<file path="config.mk">
export PLATFORM = sky130hd
export DESIGN_NAME = sensor_health_watchdog_unit
export DESIGN_NICKNAME = d
export VERILOG_FILES = /design/src/rtl/shw_pkg.sv /design/src/rtl/shw_regs.sv /design/src/rtl/shw_front.sv /design/src/rtl/shw_queue.sv /design/src/rtl/shw_back.sv /design/src/rtl/sensor_health_watchdog_unit.sv
export SDC_FILE = /design/constraint.sdc
export NUM_CORES = 2
export LEC_CHECK = 0
export BUFFER_PORTS_ARGS = -buffer_cell sky130_fd_sc_hd__buf_2
export CAP_MARGIN = 20
export CORE_MARGIN = 3
export CORE_UTILIZATION = 40
export CTS_CLUSTER_SIZE = 16
export DETAILED_ROUTE_END_ITERATION = 12
export PLACE_DENSITY = 0.51
export SYNTH_ARGS = -nofsm -noshare
export SYNTH_HDL_FRONTEND = slang
export SYNTH_HIERARCHICAL = 1
export SYNTH_SLANG_ARGS = --single-unit
</file>
<file path="constraint.sdc">
create_clock -name clk -period 8.4 [get_ports clk]
set_clock_uncertainty 0.1 [all_clocks]
set_input_delay 0.84 -clock clk [delete_from_list [all_inputs] [get_ports clk]]
set_output_delay 0.84 -clock clk [all_outputs]
set_load 0.02 [all_outputs]
</file>
<file path="src/rtl/shw_pkg.sv">
// ----------------------------------------------------------------------------
// shw_pkg
// Shared types, codes and constants of the sensor health watchdog.
// ----------------------------------------------------------------------------
package shw_pkg;

    localparam int NUM_SENSORS = 2;
    localparam int SENS_LIDAR  = 0;
    localparam int SENS_IMU    = 1;

    localparam int QUEUE_DEPTH = 4;
    localparam int QUEUE_AW    = $clog2(QUEUE_DEPTH);
    localparam int QUEUE_CW    = $clog2(QUEUE_DEPTH + 1);

    localparam int ADDR_W = 5;
    localparam int DATA_W = 32;

    localparam logic [2:0] REQ_LIDAR   = 3'd0;
    localparam logic [2:0] REQ_IMU     = 3'd1;
    localparam logic [2:0] REQ_CHECK   = 3'd2;
    localparam logic [2:0] REQ_RECOVER = 3'd3;
    localparam logic [2:0] REQ_RESET   = 3'd4;

    localparam logic [2:0] REG_TIMEOUT    = 3'd0;
    localparam logic [2:0] REG_FAIL_LIMIT = 3'd1;
    localparam logic [2:0] REG_AUTO_REC   = 3'd2;
    localparam logic [2:0] REG_REC_DELAY  = 3'd3;
    localparam logic [2:0] REG_ACCEL_HIGH = 3'd4;
    localparam logic [2:0] REG_ACCEL_LOW  = 3'd5;

    localparam logic [15:0] RST_TIMEOUT    = 16'd1000;
    localparam logic [7:0]  RST_FAIL_LIMIT = 8'd3;
    localparam logic        RST_AUTO_REC   = 1'b1;
    localparam logic [15:0] RST_REC_DELAY  = 16'd3000;
    localparam logic [14:0] RST_ACCEL_HIGH = 15'd6400;
    localparam logic [14:0] RST_ACCEL_LOW  = 15'd1280;
    localparam logic [29:0] RST_HIGH_SQ    = 30'd40960000;
    localparam logic [29:0] RST_LOW_SQ     = 30'd1638400;

    localparam logic [7:0]  FAIL_MAX    = 8'hFF;
    localparam logic [15:0] ATTEMPT_MAX = 16'hFFFF;

    typedef enum logic [2:0] {
        ST_HEALTHY    = 3'd0,
        ST_DEGRADED   = 3'd1,
        ST_FAULT      = 3'd2,
        ST_RECOVERING = 3'd3,
        ST_ESTOP      = 3'd4
    } wd_state_t;

    typedef enum logic [2:0] {
        KIND_LIDAR,
        KIND_IMU,
        KIND_CHECK,
        KIND_RECOVER,
        KIND_RESET,
        KIND_NONE
    } req_kind_t;

    typedef struct packed {
        logic [15:0] timeout;
        logic [7:0]  fail_limit;
        logic        auto_rec;
        logic [15:0] rec_delay;
        logic [29:0] high_sq;
        logic [29:0] low_sq;
    } cfg_t;

    typedef struct packed {
        req_kind_t   kind;
        logic [31:0] time_ms;
        logic        fall;
    } item_t;

endpackage

</file>
<file path="src/rtl/shw_regs.sv">
// ----------------------------------------------------------------------------
// shw_regs
// Configuration registers behind the APB port, with the squared accel limits.
// ----------------------------------------------------------------------------
module shw_regs
(
    input  logic                        clk,
    input  logic                        rst_n,
    input  logic                        psel,
    input  logic                        penable,
    input  logic                        pwrite,
    input  logic [shw_pkg::ADDR_W-1:0]  paddr,
    input  logic [shw_pkg::DATA_W-1:0]  pwdata,
    output logic [shw_pkg::DATA_W-1:0]  prdata,
    output shw_pkg::cfg_t               cfg
);

    logic [15:0] timeout_reg;
    logic [7:0]  fail_limit_reg;
    logic        auto_rec_reg;
    logic [15:0] rec_delay_reg;
    logic [14:0] accel_high_reg;
    logic [14:0] accel_low_reg;
    logic [29:0] high_sq_reg;
    logic [29:0] low_sq_reg;
    logic        wr_en;
    logic [2:0]  reg_idx;

    assign wr_en   = psel && penable && pwrite;
    assign reg_idx = paddr[4:2];

    always_ff @(posedge clk or negedge rst_n)
    begin
        if (!rst_n)
        begin
            timeout_reg    <= shw_pkg::RST_TIMEOUT;
            fail_limit_reg <= shw_pkg::RST_FAIL_LIMIT;
            auto_rec_reg   <= shw_pkg::RST_AUTO_REC;
            rec_delay_reg  <= shw_pkg::RST_REC_DELAY;
            accel_high_reg <= shw_pkg::RST_ACCEL_HIGH;
            accel_low_reg  <= shw_pkg::RST_ACCEL_LOW;
            high_sq_reg    <= shw_pkg::RST_HIGH_SQ;
            low_sq_reg     <= shw_pkg::RST_LOW_SQ;
        end
        else
        begin
            high_sq_reg <= 30'(accel_high_reg) * 30'(accel_high_reg);
            low_sq_reg  <= 30'(accel_low_reg) * 30'(accel_low_reg);
            if (wr_en)
            begin
                case (reg_idx)
                    shw_pkg::REG_TIMEOUT:    timeout_reg    <= pwdata[15:0];
                    shw_pkg::REG_FAIL_LIMIT: fail_limit_reg <= pwdata[7:0];
                    shw_pkg::REG_AUTO_REC:   auto_rec_reg   <= pwdata[0];
                    shw_pkg::REG_REC_DELAY:  rec_delay_reg  <= pwdata[15:0];
                    shw_pkg::REG_ACCEL_HIGH: accel_high_reg <= pwdata[14:0];
                    shw_pkg::REG_ACCEL_LOW:  accel_low_reg  <= pwdata[14:0];
                    default:                 ;
                endcase
            end
        end
    end

    always_comb
    begin
        case (reg_idx)
            shw_pkg::REG_TIMEOUT:    prdata = {16'd0, timeout_reg};
            shw_pkg::REG_FAIL_LIMIT: prdata = {24'd0, fail_limit_reg};
            shw_pkg::REG_AUTO_REC:   prdata = {31'd0, auto_rec_reg};
            shw_pkg::REG_REC_DELAY:  prdata = {16'd0, rec_delay_reg};
            shw_pkg::REG_ACCEL_HIGH: prdata = {17'd0, accel_high_reg};
            shw_pkg::REG_ACCEL_LOW:  prdata = {17'd0, accel_low_reg};
            default:                 prdata = '0;
        endcase
    end

    assign cfg.timeout    = timeout_reg;
    assign cfg.fail_limit = fail_limit_reg;
    assign cfg.auto_rec   = auto_rec_reg;
    assign cfg.rec_delay  = rec_delay_reg;
    assign cfg.high_sq    = high_sq_reg;
    assign cfg.low_sq     = low_sq_reg;

endmodule

</file>
<file path="src/rtl/shw_front.sv">
// ----------------------------------------------------------------------------
// shw_front
// Accepts events, decodes the request type and squares the IMU components,
// then classifies the fall test and pushes the item into the queue.
// ----------------------------------------------------------------------------
module shw_front
(
    input  logic               clk,
    input  logic               rst_n,
    input  shw_pkg::cfg_t      cfg,
    input  logic               in_valid,
    output logic               in_ready,
    input  logic [2:0]         req_type,
    input  logic [31:0]        time_ms,
    input  logic signed [15:0] accel_x,
    input  logic signed [15:0] accel_y,
    input  logic signed [15:0] accel_z,
    input  logic               q_full,
    output logic               q_push,
    output shw_pkg::item_t     q_item
);

    logic                s1_valid_reg;
    logic                s1_valid_next;
    shw_pkg::req_kind_t  s1_kind_reg;
    logic [31:0]         s1_time_reg;
    logic [30:0]         sqx_reg;
    logic [30:0]         sqy_reg;
    logic [30:0]         sqz_reg;
    logic signed [31:0]  prod_x;
    logic signed [31:0]  prod_y;
    logic signed [31:0]  prod_z;
    shw_pkg::req_kind_t  kind;
    logic                load;
    logic [32:0]         sq_sum;

    always_comb
    begin
        case (req_type)
            shw_pkg::REQ_LIDAR:   kind = shw_pkg::KIND_LIDAR;
            shw_pkg::REQ_IMU:     kind = shw_pkg::KIND_IMU;
            shw_pkg::REQ_CHECK:   kind = shw_pkg::KIND_CHECK;
            shw_pkg::REQ_RECOVER: kind = shw_pkg::KIND_RECOVER;
            shw_pkg::REQ_RESET:   kind = shw_pkg::KIND_RESET;
            default:              kind = shw_pkg::KIND_NONE;
        endcase
    end

    assign prod_x = accel_x * accel_x;
    assign prod_y = accel_y * accel_y;
    assign prod_z = accel_z * accel_z;

    assign in_ready = !s1_valid_reg || !q_full;
    assign load     = in_valid && in_ready;
    assign q_push   = s1_valid_reg && !q_full;

    always_comb
    begin
        s1_valid_next = s1_valid_reg;
        if (load)
        begin
            s1_valid_next = 1'b1;
        end
        else if (q_push)
        begin
            s1_valid_next = 1'b0;
        end
    end

    always_ff @(posedge clk or negedge rst_n)
    begin
        if (!rst_n)
        begin
            s1_valid_reg <= 1'b0;
        end
        else
        begin
            s1_valid_reg <= s1_valid_next;
        end
    end

    always_ff @(posedge clk)
    begin
        if (load)
        begin
            s1_kind_reg <= kind;
            s1_time_reg <= time_ms;
            sqx_reg     <= prod_x[30:0];
            sqy_reg     <= prod_y[30:0];
            sqz_reg     <= prod_z[30:0];
        end
    end

    assign sq_sum = 33'(sqx_reg) + 33'(sqy_reg) + 33'(sqz_reg);

    assign q_item.kind    = s1_kind_reg;
    assign q_item.time_ms = s1_time_reg;
    assign q_item.fall    = (sq_sum > 33'(cfg.high_sq)) || (sq_sum < 33'(cfg.low_sq));

endmodule

</file>
<file path="src/rtl/shw_queue.sv">
// ----------------------------------------------------------------------------
// shw_queue
// Short first-in first-out queue of classified items between front and back.
// ----------------------------------------------------------------------------
module shw_queue
(
    input  logic           clk,
    input  logic           rst_n,
    input  logic           push,
    input  shw_pkg::item_t push_item,
    output logic           full,
    input  logic           pop,
    output logic           empty,
    output shw_pkg::item_t head_item
);

    shw_pkg::item_t                   slot_reg [shw_pkg::QUEUE_DEPTH];
    logic [shw_pkg::QUEUE_AW-1:0]     wr_ptr_reg;
    logic [shw_pkg::QUEUE_AW-1:0]     rd_ptr_reg;
    logic [shw_pkg::QUEUE_CW-1:0]     count_reg;
    logic [shw_pkg::QUEUE_CW-1:0]     count_next;

    assign full      = (count_reg == shw_pkg::QUEUE_CW'(shw_pkg::QUEUE_DEPTH));
    assign empty     = (count_reg == '0);
    assign head_item = slot_reg[rd_ptr_reg];

    always_comb
    begin
        count_next = count_reg;
        if (push && !pop)
        begin
            count_next = count_reg + shw_pkg::QUEUE_CW'(1);
        end
        else if (pop && !push)
        begin
            count_next = count_reg - shw_pkg::QUEUE_CW'(1);
        end
    end

    always_ff @(posedge clk or negedge rst_n)
    begin
        if (!rst_n)
        begin
            wr_ptr_reg <= '0;
            rd_ptr_reg <= '0;
            count_reg  <= '0;
        end
        else
        begin
            count_reg <= count_next;
            if (push)
            begin
                wr_ptr_reg <= wr_ptr_reg + shw_pkg::QUEUE_AW'(1);
            end
            if (pop)
            begin
                rd_ptr_reg <= rd_ptr_reg + shw_pkg::QUEUE_AW'(1);
            end
        end
    end

    always_ff @(posedge clk)
    begin
        if (push)
        begin
            slot_reg[wr_ptr_reg] <= push_item;
        end
    end

endmodule

</file>
<file path="src/rtl/shw_back.sv">
// ----------------------------------------------------------------------------
// shw_back
// Applies one queued event per cycle, while the output is not stalled, to the
// watchdog state and holds the result until the output transfer completes.
// ----------------------------------------------------------------------------
module shw_back
(
    input  logic           clk,
    input  logic           rst_n,
    input  shw_pkg::cfg_t  cfg,
    input  logic           q_empty,
    input  shw_pkg::item_t q_item,
    output logic           q_pop,
    output logic           out_valid,
    input  logic           out_ready,
    output logic [2:0]     wd_state,
    output logic           emergency_active,
    output logic           stop_pulse,
    output logic           health_report,
    output logic           lidar_ok,
    output logic           imu_ok,
    output logic [7:0]     lidar_fail_count,
    output logic [7:0]     imu_fail_count,
    output logic [15:0]    recovery_count,
    output logic           recovery_pending
);

    shw_pkg::wd_state_t state_reg, state_next;
    logic        seen_reg     [shw_pkg::NUM_SENSORS];
    logic        seen_next    [shw_pkg::NUM_SENSORS];
    logic [31:0] last_reg     [shw_pkg::NUM_SENSORS];
    logic [31:0] last_next    [shw_pkg::NUM_SENSORS];
    logic        healthy_reg  [shw_pkg::NUM_SENSORS];
    logic        healthy_next [shw_pkg::NUM_SENSORS];
    logic [7:0]  fail_reg     [shw_pkg::NUM_SENSORS];
    logic [7:0]  fail_next    [shw_pkg::NUM_SENSORS];
    logic [15:0] attempts_reg, attempts_next;
    logic        armed_reg, armed_next;
    logic [31:0] deadline_reg, deadline_next;
    logic        emerg_reg, emerg_next;
    logic        pulse_reg, pulse_next;
    logic        report_reg, report_next;
    logic        out_valid_reg, out_valid_next;

    logic [31:0] now;
    logic [31:0] since_deadline;
    logic [31:0] elapsed;
    logic        all_ok;
    logic        any_bad;
    logic        critical;
    logic        do_trigger;
    logic        do_recover;

    assign q_pop = !q_empty && (!out_valid_reg || out_ready);
    assign now   = q_item.time_ms;

    always_comb
    begin
        state_next    = state_reg;
        seen_next     = seen_reg;
        last_next     = last_reg;
        healthy_next  = healthy_reg;
        fail_next     = fail_reg;
        attempts_next = attempts_reg;
        armed_next    = armed_reg;
        deadline_next = deadline_reg;
        emerg_next    = emerg_reg;
        pulse_next    = 1'b0;
        report_next   = (q_item.kind == shw_pkg::KIND_CHECK);
        any_bad       = 1'b0;
        critical      = 1'b0;
        do_trigger    = 1'b0;
        do_recover    = 1'b0;
        elapsed       = '0;
        all_ok        = 1'b1;

        since_deadline = now - deadline_reg;
        for (int i = 0; i < shw_pkg::NUM_SENSORS; i++)
        begin
            all_ok = all_ok && healthy_reg[i];
        end
        if (armed_reg && !since_deadline[31])
        begin
            armed_next = 1'b0;
            state_next = all_ok ? shw_pkg::ST_HEALTHY : shw_pkg::ST_FAULT;
        end

        case (q_item.kind)
            shw_pkg::KIND_LIDAR:
            begin
                seen_next[shw_pkg::SENS_LIDAR]    = 1'b1;
                last_next[shw_pkg::SENS_LIDAR]    = now;
                healthy_next[shw_pkg::SENS_LIDAR] = 1'b1;
            end
            shw_pkg::KIND_IMU:
            begin
                seen_next[shw_pkg::SENS_IMU]    = 1'b1;
                last_next[shw_pkg::SENS_IMU]    = now;
                healthy_next[shw_pkg::SENS_IMU] = 1'b1;
                do_trigger = q_item.fall;
            end
            shw_pkg::KIND_CHECK:
            begin
                for (int i = 0; i < shw_pkg::NUM_SENSORS; i++)
                begin
                    elapsed = now - last_reg[i];
                    if (seen_reg[i])
                    begin
                        if (elapsed > 32'(cfg.timeout))
                        begin
                            healthy_next[i] = 1'b0;
                            if (fail_reg[i] != shw_pkg::FAIL_MAX)
                            begin
                                fail_next[i] = fail_reg[i] + 8'd1;
                            end
                            any_bad = 1'b1;
                            if (fail_next[i] > cfg.fail_limit)
                            begin
                                critical = 1'b1;
                            end
                        end
                        else
                        begin
                            healthy_next[i] = 1'b1;
                            fail_next[i]    = '0;
                        end
                    end
                end
                if (critical)
                begin
                    do_trigger = (state_next != shw_pkg::ST_ESTOP);
                end
                else if (any_bad)
                begin
                    if (state_next == shw_pkg::ST_HEALTHY)
                    begin
                        state_next = shw_pkg::ST_DEGRADED;
                    end
                end
                else if (state_next == shw_pkg::ST_DEGRADED)
                begin
                    state_next = shw_pkg::ST_HEALTHY;
                end
            end
            shw_pkg::KIND_RECOVER:
            begin
                do_recover = 1'b1;
            end
            shw_pkg::KIND_RESET:
            begin
                state_next    = shw_pkg::ST_HEALTHY;
                attempts_next = '0;
                emerg_next    = 1'b0;
                for (int i = 0; i < shw_pkg::NUM_SENSORS; i++)
                begin
                    fail_next[i]    = '0;
                    healthy_next[i] = 1'b1;
                end
            end
            default:
            begin
            end
        endcase

        if (do_trigger)
        begin
            state_next = shw_pkg::ST_ESTOP;
            emerg_next = 1'b1;
            pulse_next = 1'b1;
            do_recover = cfg.auto_rec;
        end

        if (do_recover)
        begin
            state_next = shw_pkg::ST_RECOVERING;
            if (attempts_next != shw_pkg::ATTEMPT_MAX)
            begin
                attempts_next = attempts_next + 16'd1;
            end
            emerg_next = 1'b0;
            for (int i = 0; i < shw_pkg::NUM_SENSORS; i++)
            begin
                fail_next[i] = '0;
            end
            armed_next    = 1'b1;
            deadline_next = now + 32'(cfg.rec_delay);
        end
    end

    always_comb
    begin
        out_valid_next = out_valid_reg;
        if (q_pop)
        begin
            out_valid_next = 1'b1;
        end
        else if (out_ready)
        begin
            out_valid_next = 1'b0;
        end
    end

    always_ff @(posedge clk or negedge rst_n)
    begin
        if (!rst_n)
        begin
            state_reg     <= shw_pkg::ST_HEALTHY;
            for (int i = 0; i < shw_pkg::NUM_SENSORS; i++)
            begin
                seen_reg[i]    <= 1'b0;
                last_reg[i]    <= '0;
                healthy_reg[i] <= 1'b1;
                fail_reg[i]    <= '0;
            end
            attempts_reg  <= '0;
            armed_reg     <= 1'b0;
            deadline_reg  <= '0;
            emerg_reg     <= 1'b0;
            pulse_reg     <= 1'b0;
            report_reg    <= 1'b0;
            out_valid_reg <= 1'b0;
        end
        else
        begin
            out_valid_reg <= out_valid_next;
            if (q_pop)
            begin
                state_reg    <= state_next;
                seen_reg     <= seen_next;
                last_reg     <= last_next;
                healthy_reg  <= healthy_next;
                fail_reg     <= fail_next;
                attempts_reg <= attempts_next;
                armed_reg    <= armed_next;
                deadline_reg <= deadline_next;
                emerg_reg    <= emerg_next;
                pulse_reg    <= pulse_next;
                report_reg   <= report_next;
            end
        end
    end

    assign out_valid        = out_valid_reg;
    assign wd_state         = state_reg;
    assign emergency_active = emerg_reg;
    assign stop_pulse       = pulse_reg;
    assign health_report    = report_reg;
    assign lidar_ok         = healthy_reg[shw_pkg::SENS_LIDAR];
    assign imu_ok           = healthy_reg[shw_pkg::SENS_IMU];
    assign lidar_fail_count = fail_reg[shw_pkg::SENS_LIDAR];
    assign imu_fail_count   = fail_reg[shw_pkg::SENS_IMU];
    assign recovery_count   = attempts_reg;
    assign recovery_pending = armed_reg;

endmodule

</file>
<file path="src/rtl/sensor_health_watchdog_unit.sv">
// ----------------------------------------------------------------------------
// sensor_health_watchdog_unit
// Health watchdog for a lidar and an IMU: one timestamped event in, one
// status result out.
//
// Channel   Handshake            Content
// config    psel/penable/pready  six registers at byte address 4*index
// input     in_valid/in_ready    req_type, time_ms, accel_x/y/z
// output    out_valid/out_ready  state, flags, fail counts, recovery status
//
// One event per cycle is sustained while the output is not stalled; each result
// passes the front square stage, the queue write and the back state update.
// The squared acceleration limits are registered from the accel limit registers.
// A four-entry queue lets the front keep taking events while the output stalls.
// Reset is asynchronous and active low and restores all register defaults.
// ----------------------------------------------------------------------------
module sensor_health_watchdog_unit
(
    input  logic                        clk,
    input  logic                        rst_n,
    input  logic                        psel,
    input  logic                        penable,
    input  logic                        pwrite,
    input  logic [shw_pkg::ADDR_W-1:0]  paddr,
    input  logic [shw_pkg::DATA_W-1:0]  pwdata,
    output logic [shw_pkg::DATA_W-1:0]  prdata,
    output logic                        pready,
    input  logic                        in_valid,
    output logic                        in_ready,
    input  logic [2:0]                  req_type,
    input  logic [31:0]                 time_ms,
    input  logic signed [15:0]          accel_x,
    input  logic signed [15:0]          accel_y,
    input  logic signed [15:0]          accel_z,
    output logic                        out_valid,
    input  logic                        out_ready,
    output logic [2:0]                  wd_state,
    output logic                        emergency_active,
    output logic                        stop_pulse,
    output logic                        health_report,
    output logic                        lidar_ok,
    output logic                        imu_ok,
    output logic [7:0]                  lidar_fail_count,
    output logic [7:0]                  imu_fail_count,
    output logic [15:0]                 recovery_count,
    output logic                        recovery_pending
);

    shw_pkg::cfg_t  cfg;
    shw_pkg::item_t push_item;
    shw_pkg::item_t head_item;
    logic           q_full;
    logic           q_empty;
    logic           q_push;
    logic           q_pop;

    assign pready = 1'b1;

    shw_regs u_regs
    (
        .clk     (clk),
        .rst_n   (rst_n),
        .psel    (psel),
        .penable (penable),
        .pwrite  (pwrite),
        .paddr   (paddr),
        .pwdata  (pwdata),
        .prdata  (prdata),
        .cfg     (cfg)
    );

    shw_front u_front
    (
        .clk      (clk),
        .rst_n    (rst_n),
        .cfg      (cfg),
        .in_valid (in_valid),
        .in_ready (in_ready),
        .req_type (req_type),
        .time_ms  (time_ms),
        .accel_x  (accel_x),
        .accel_y  (accel_y),
        .accel_z  (accel_z),
        .q_full   (q_full),
        .q_push   (q_push),
        .q_item   (push_item)
    );

    shw_queue u_queue
    (
        .clk       (clk),
        .rst_n     (rst_n),
        .push      (q_push),
        .push_item (push_item),
        .full      (q_full),
        .pop       (q_pop),
        .empty     (q_empty),
        .head_item (head_item)
    );

    shw_back u_back
    (
        .clk              (clk),
        .rst_n            (rst_n),
        .cfg              (cfg),
        .q_empty          (q_empty),
        .q_item           (head_item),
        .q_pop            (q_pop),
        .out_valid        (out_valid),
        .out_ready        (out_ready),
        .wd_state         (wd_state),
        .emergency_active (emergency_active),
        .stop_pulse       (stop_pulse),
        .health_report    (health_report),
        .lidar_ok         (lidar_ok),
        .imu_ok           (imu_ok),
        .lidar_fail_count (lidar_fail_count),
        .imu_fail_count   (imu_fail_count),
        .recovery_count   (recovery_count),
        .recovery_pending (recovery_pending)
    );

endmodule

</file>
==> results.toml <==
[timing]
finalMaxSlewViolations = 0
relSlewSlack_pct = 28.2
fin_crit_sh_pct = 87.0
rsz0062_at_grt = "false"
fmax_mhz = 137
setup_slack_ns = 1.09
worst_pin_slew_ns = 1.08
fin_tns_setup_ns = 0
finalHoldViolations = 0
period_needed_ns = 7.31
setup_viol = 0

[logic_synthesis]
synthTopCellsByCount = "1,623 x inv_1, 990 x fa_1, 698 x ha_1"
yosys_warnings = 6
synth-main-ff-cell = "edfxtp_1"
netlist_area_mm2 = 0.0696
synth.yosys.seq_area_share_pct = 21.6
synth.avg_cell_area_um2 = 9.76
synth_seq_cells = 546
ys_types = 111
yosysTopAreaCell = "fa_1"
postSynthCellCount = 7130
synth-async-reset-ratio_pct = 50.7
yosysMostFrequentCell = "inv_1"
synthTopCellsByArea = "fa_1 28%, ha_1 13%, edfxtp_1 12%, dfrtp_1 8.8%, inv_1 8.8%"
synth_edf_count = 269
synth_top_area_share_pct = 28.5

[clock_tree]
cts_resized = 0
clockBufferDepth = 3
numCtsBuffers = 70
htree_levels = 3
holdBufCountCts = 0
root_buffer = "clkbuf_16"
cts_tree = "done"
clk_latency_ns = 0.65
clk_pin_slew_ns = 0.06
cts_sinks = 546
post_cts_buffers = 0

[route]
drc_errors = 0
first_pass_iters = 7
drt_iter0_drc = 2430
vias = 47900
wirelength_mm = 174
via_per_inst = 5.00
wire_per_inst_um = 18.1
ant_nets = 0

[die]
dieArea_mm2 = 0.179
num_rows = 152
pin_count = 203
fp.dieW_um = 423
initial_core_util_pct = 40.4
core_mm2 = 0.172
die-height_um = 423

[global_route]
grt_pass1_vias = 50600
grt_first_pass_wirelength_mm = 281
grtUsageMet3_pct = 2.03
top_usage_layer = "met2"
met2_usage_pct = 33.4
grt_usage_pct = 19.7
grt_max_degree = 105
grt.overflow.total = 0
met1_usage_pct = 27.8
antenna_found_initial = 10

[setup_path]
worst-setup-path-type = "reg -> reg"
worstPathArrival_ns = 7.72
required_ns = 8.81
startpoint_type = "register"
end_kind = "register"
crit_fanout = 18

[finish]
finalNetCount = 9035
largest_reg_flops = 144
area_growth_pct = 8.04
drive_gt1_share_pct = 7.64

[placement]
port_buffers = 167
hpwl_mm = 142
place_congestion = 0.868
pre_cts_slack_ns = 0.649

[worst_hold_path]
min_path_type = "in -> async"

[outcome]
status = "completed"

[run]
drv_cap = 0
-- cell type report --
type / instances / area (µm²)
Tap cell: 2310 / 2890
Clock inverter: 29 / 363
Clock buffer: 98 / 1980
Antenna cell: 3 / 7.51
Multi-Input combinational cell: 4763 / 47600
Timing Repair Buffer: 214 / 1220
Sequential cell: 546 / 15000
Inverter: 1625 / 6100
Fill cell: 16900 / 97100
-- placed cells by master (no fill, tap or decap), types with 122 or more instances in the layout --
cell type / Yosys / routed
and2_1: 202 / 197
edfxtp_1: 269 / 269
fa_1: 990 / 990
xnor2_1: 229 / 229
nor2_1: 319 / 319
dfrtp_1: 246 / 245
inv_1: 1623 / 1623
a21o_1: 122 / 122
buf_2: 14 / 166
nand2_1: 628 / 628
ha_1: 698 / 698
a21oi_1: 263 / 263
o21ai_0: 245 / 245
-- final timing paths --
kind,startpoint,end,slack [ns],cells after the start
worst max-delay path,u_queue/rd_ptr_reg[0],u_back/imu_fail_count[0],1.09,22
worst min-delay path,rst_n,u_regs/accel_low_reg[5],0.19,1
worst max register to register,u_queue/rd_ptr_reg[0],u_back/imu_fail_count[0],1.09,22
worst min register to register,u_back/health_report,u_back/health_report,0.37,2
max in group asynchronous,rst_n,u_queue/rd_ptr_reg[0],6.50,2
min in group clk,time_ms[23],u_front/s1_time_reg[23],0.27,1
-- cells by family after synthesis --
kind of cell | count (synthesis) | synth area share, %
AOI/OAI and AO/OA | 1043 | 9.96
xor gates and xnor gates | 308 | 3.88
adders and majority gates | 1688 | 41.0
buffers and inverters | 1838 | 10.1
DFF | 546 | 21.6
muxes | 140 | 2.81
other | 3 | 0.0162
and+or+nand+nor | 1564 | 10.5
-- per-layer routing --
layer,share of wire [%],vias to the layer above
met5,0.0046,-
met4,1.6,2
met3,3.7,141
met2,48,766
met1,46,24100
li1,-,23000
-- worst max-delay path, stage by stage, from the launching register on --
cell	delay, ns
dfrtp_2	0.76
mux4_2	0.73
inv_1	0.19
ha_1	0.20
inv_1	0.06
fa_1	0.40
a21o_1	0.20
a31oi_1	0.28
o211ai_1	0.15
a21oi_1	0.41
xnor2_1	0.20
ha_1	0.27
nor2b_1	0.13
o21ai_0	0.16
o21ai_0	0.12
o41ai_1	0.70
o211ai_1	0.17
nor4_1	0.42
nand3_2	0.28
a2bb2oi_4	0.34
a21o_1	0.48
a211oi_1	0.17
a22o_1	0.24
-- through the flow --
step           std cells  utilization, %  hold slack (ns)  instance area (µm²)
2_1_floorplan       7147               -            0.356                69600
3_3_place_gp        9456            42.2            0.358                72800
3_5_place_dp        9457            42.3            0.366                72800
4_1_cts             9584            43.6            0.202                75100
5_1_grt             9585            43.6            0.219                75200
6_report            9588            43.6            0.187                75200
Power is left out: the tool's default activity adds up to more than one toggle a clock period on the data nets, which glitch-free logic cannot reach.
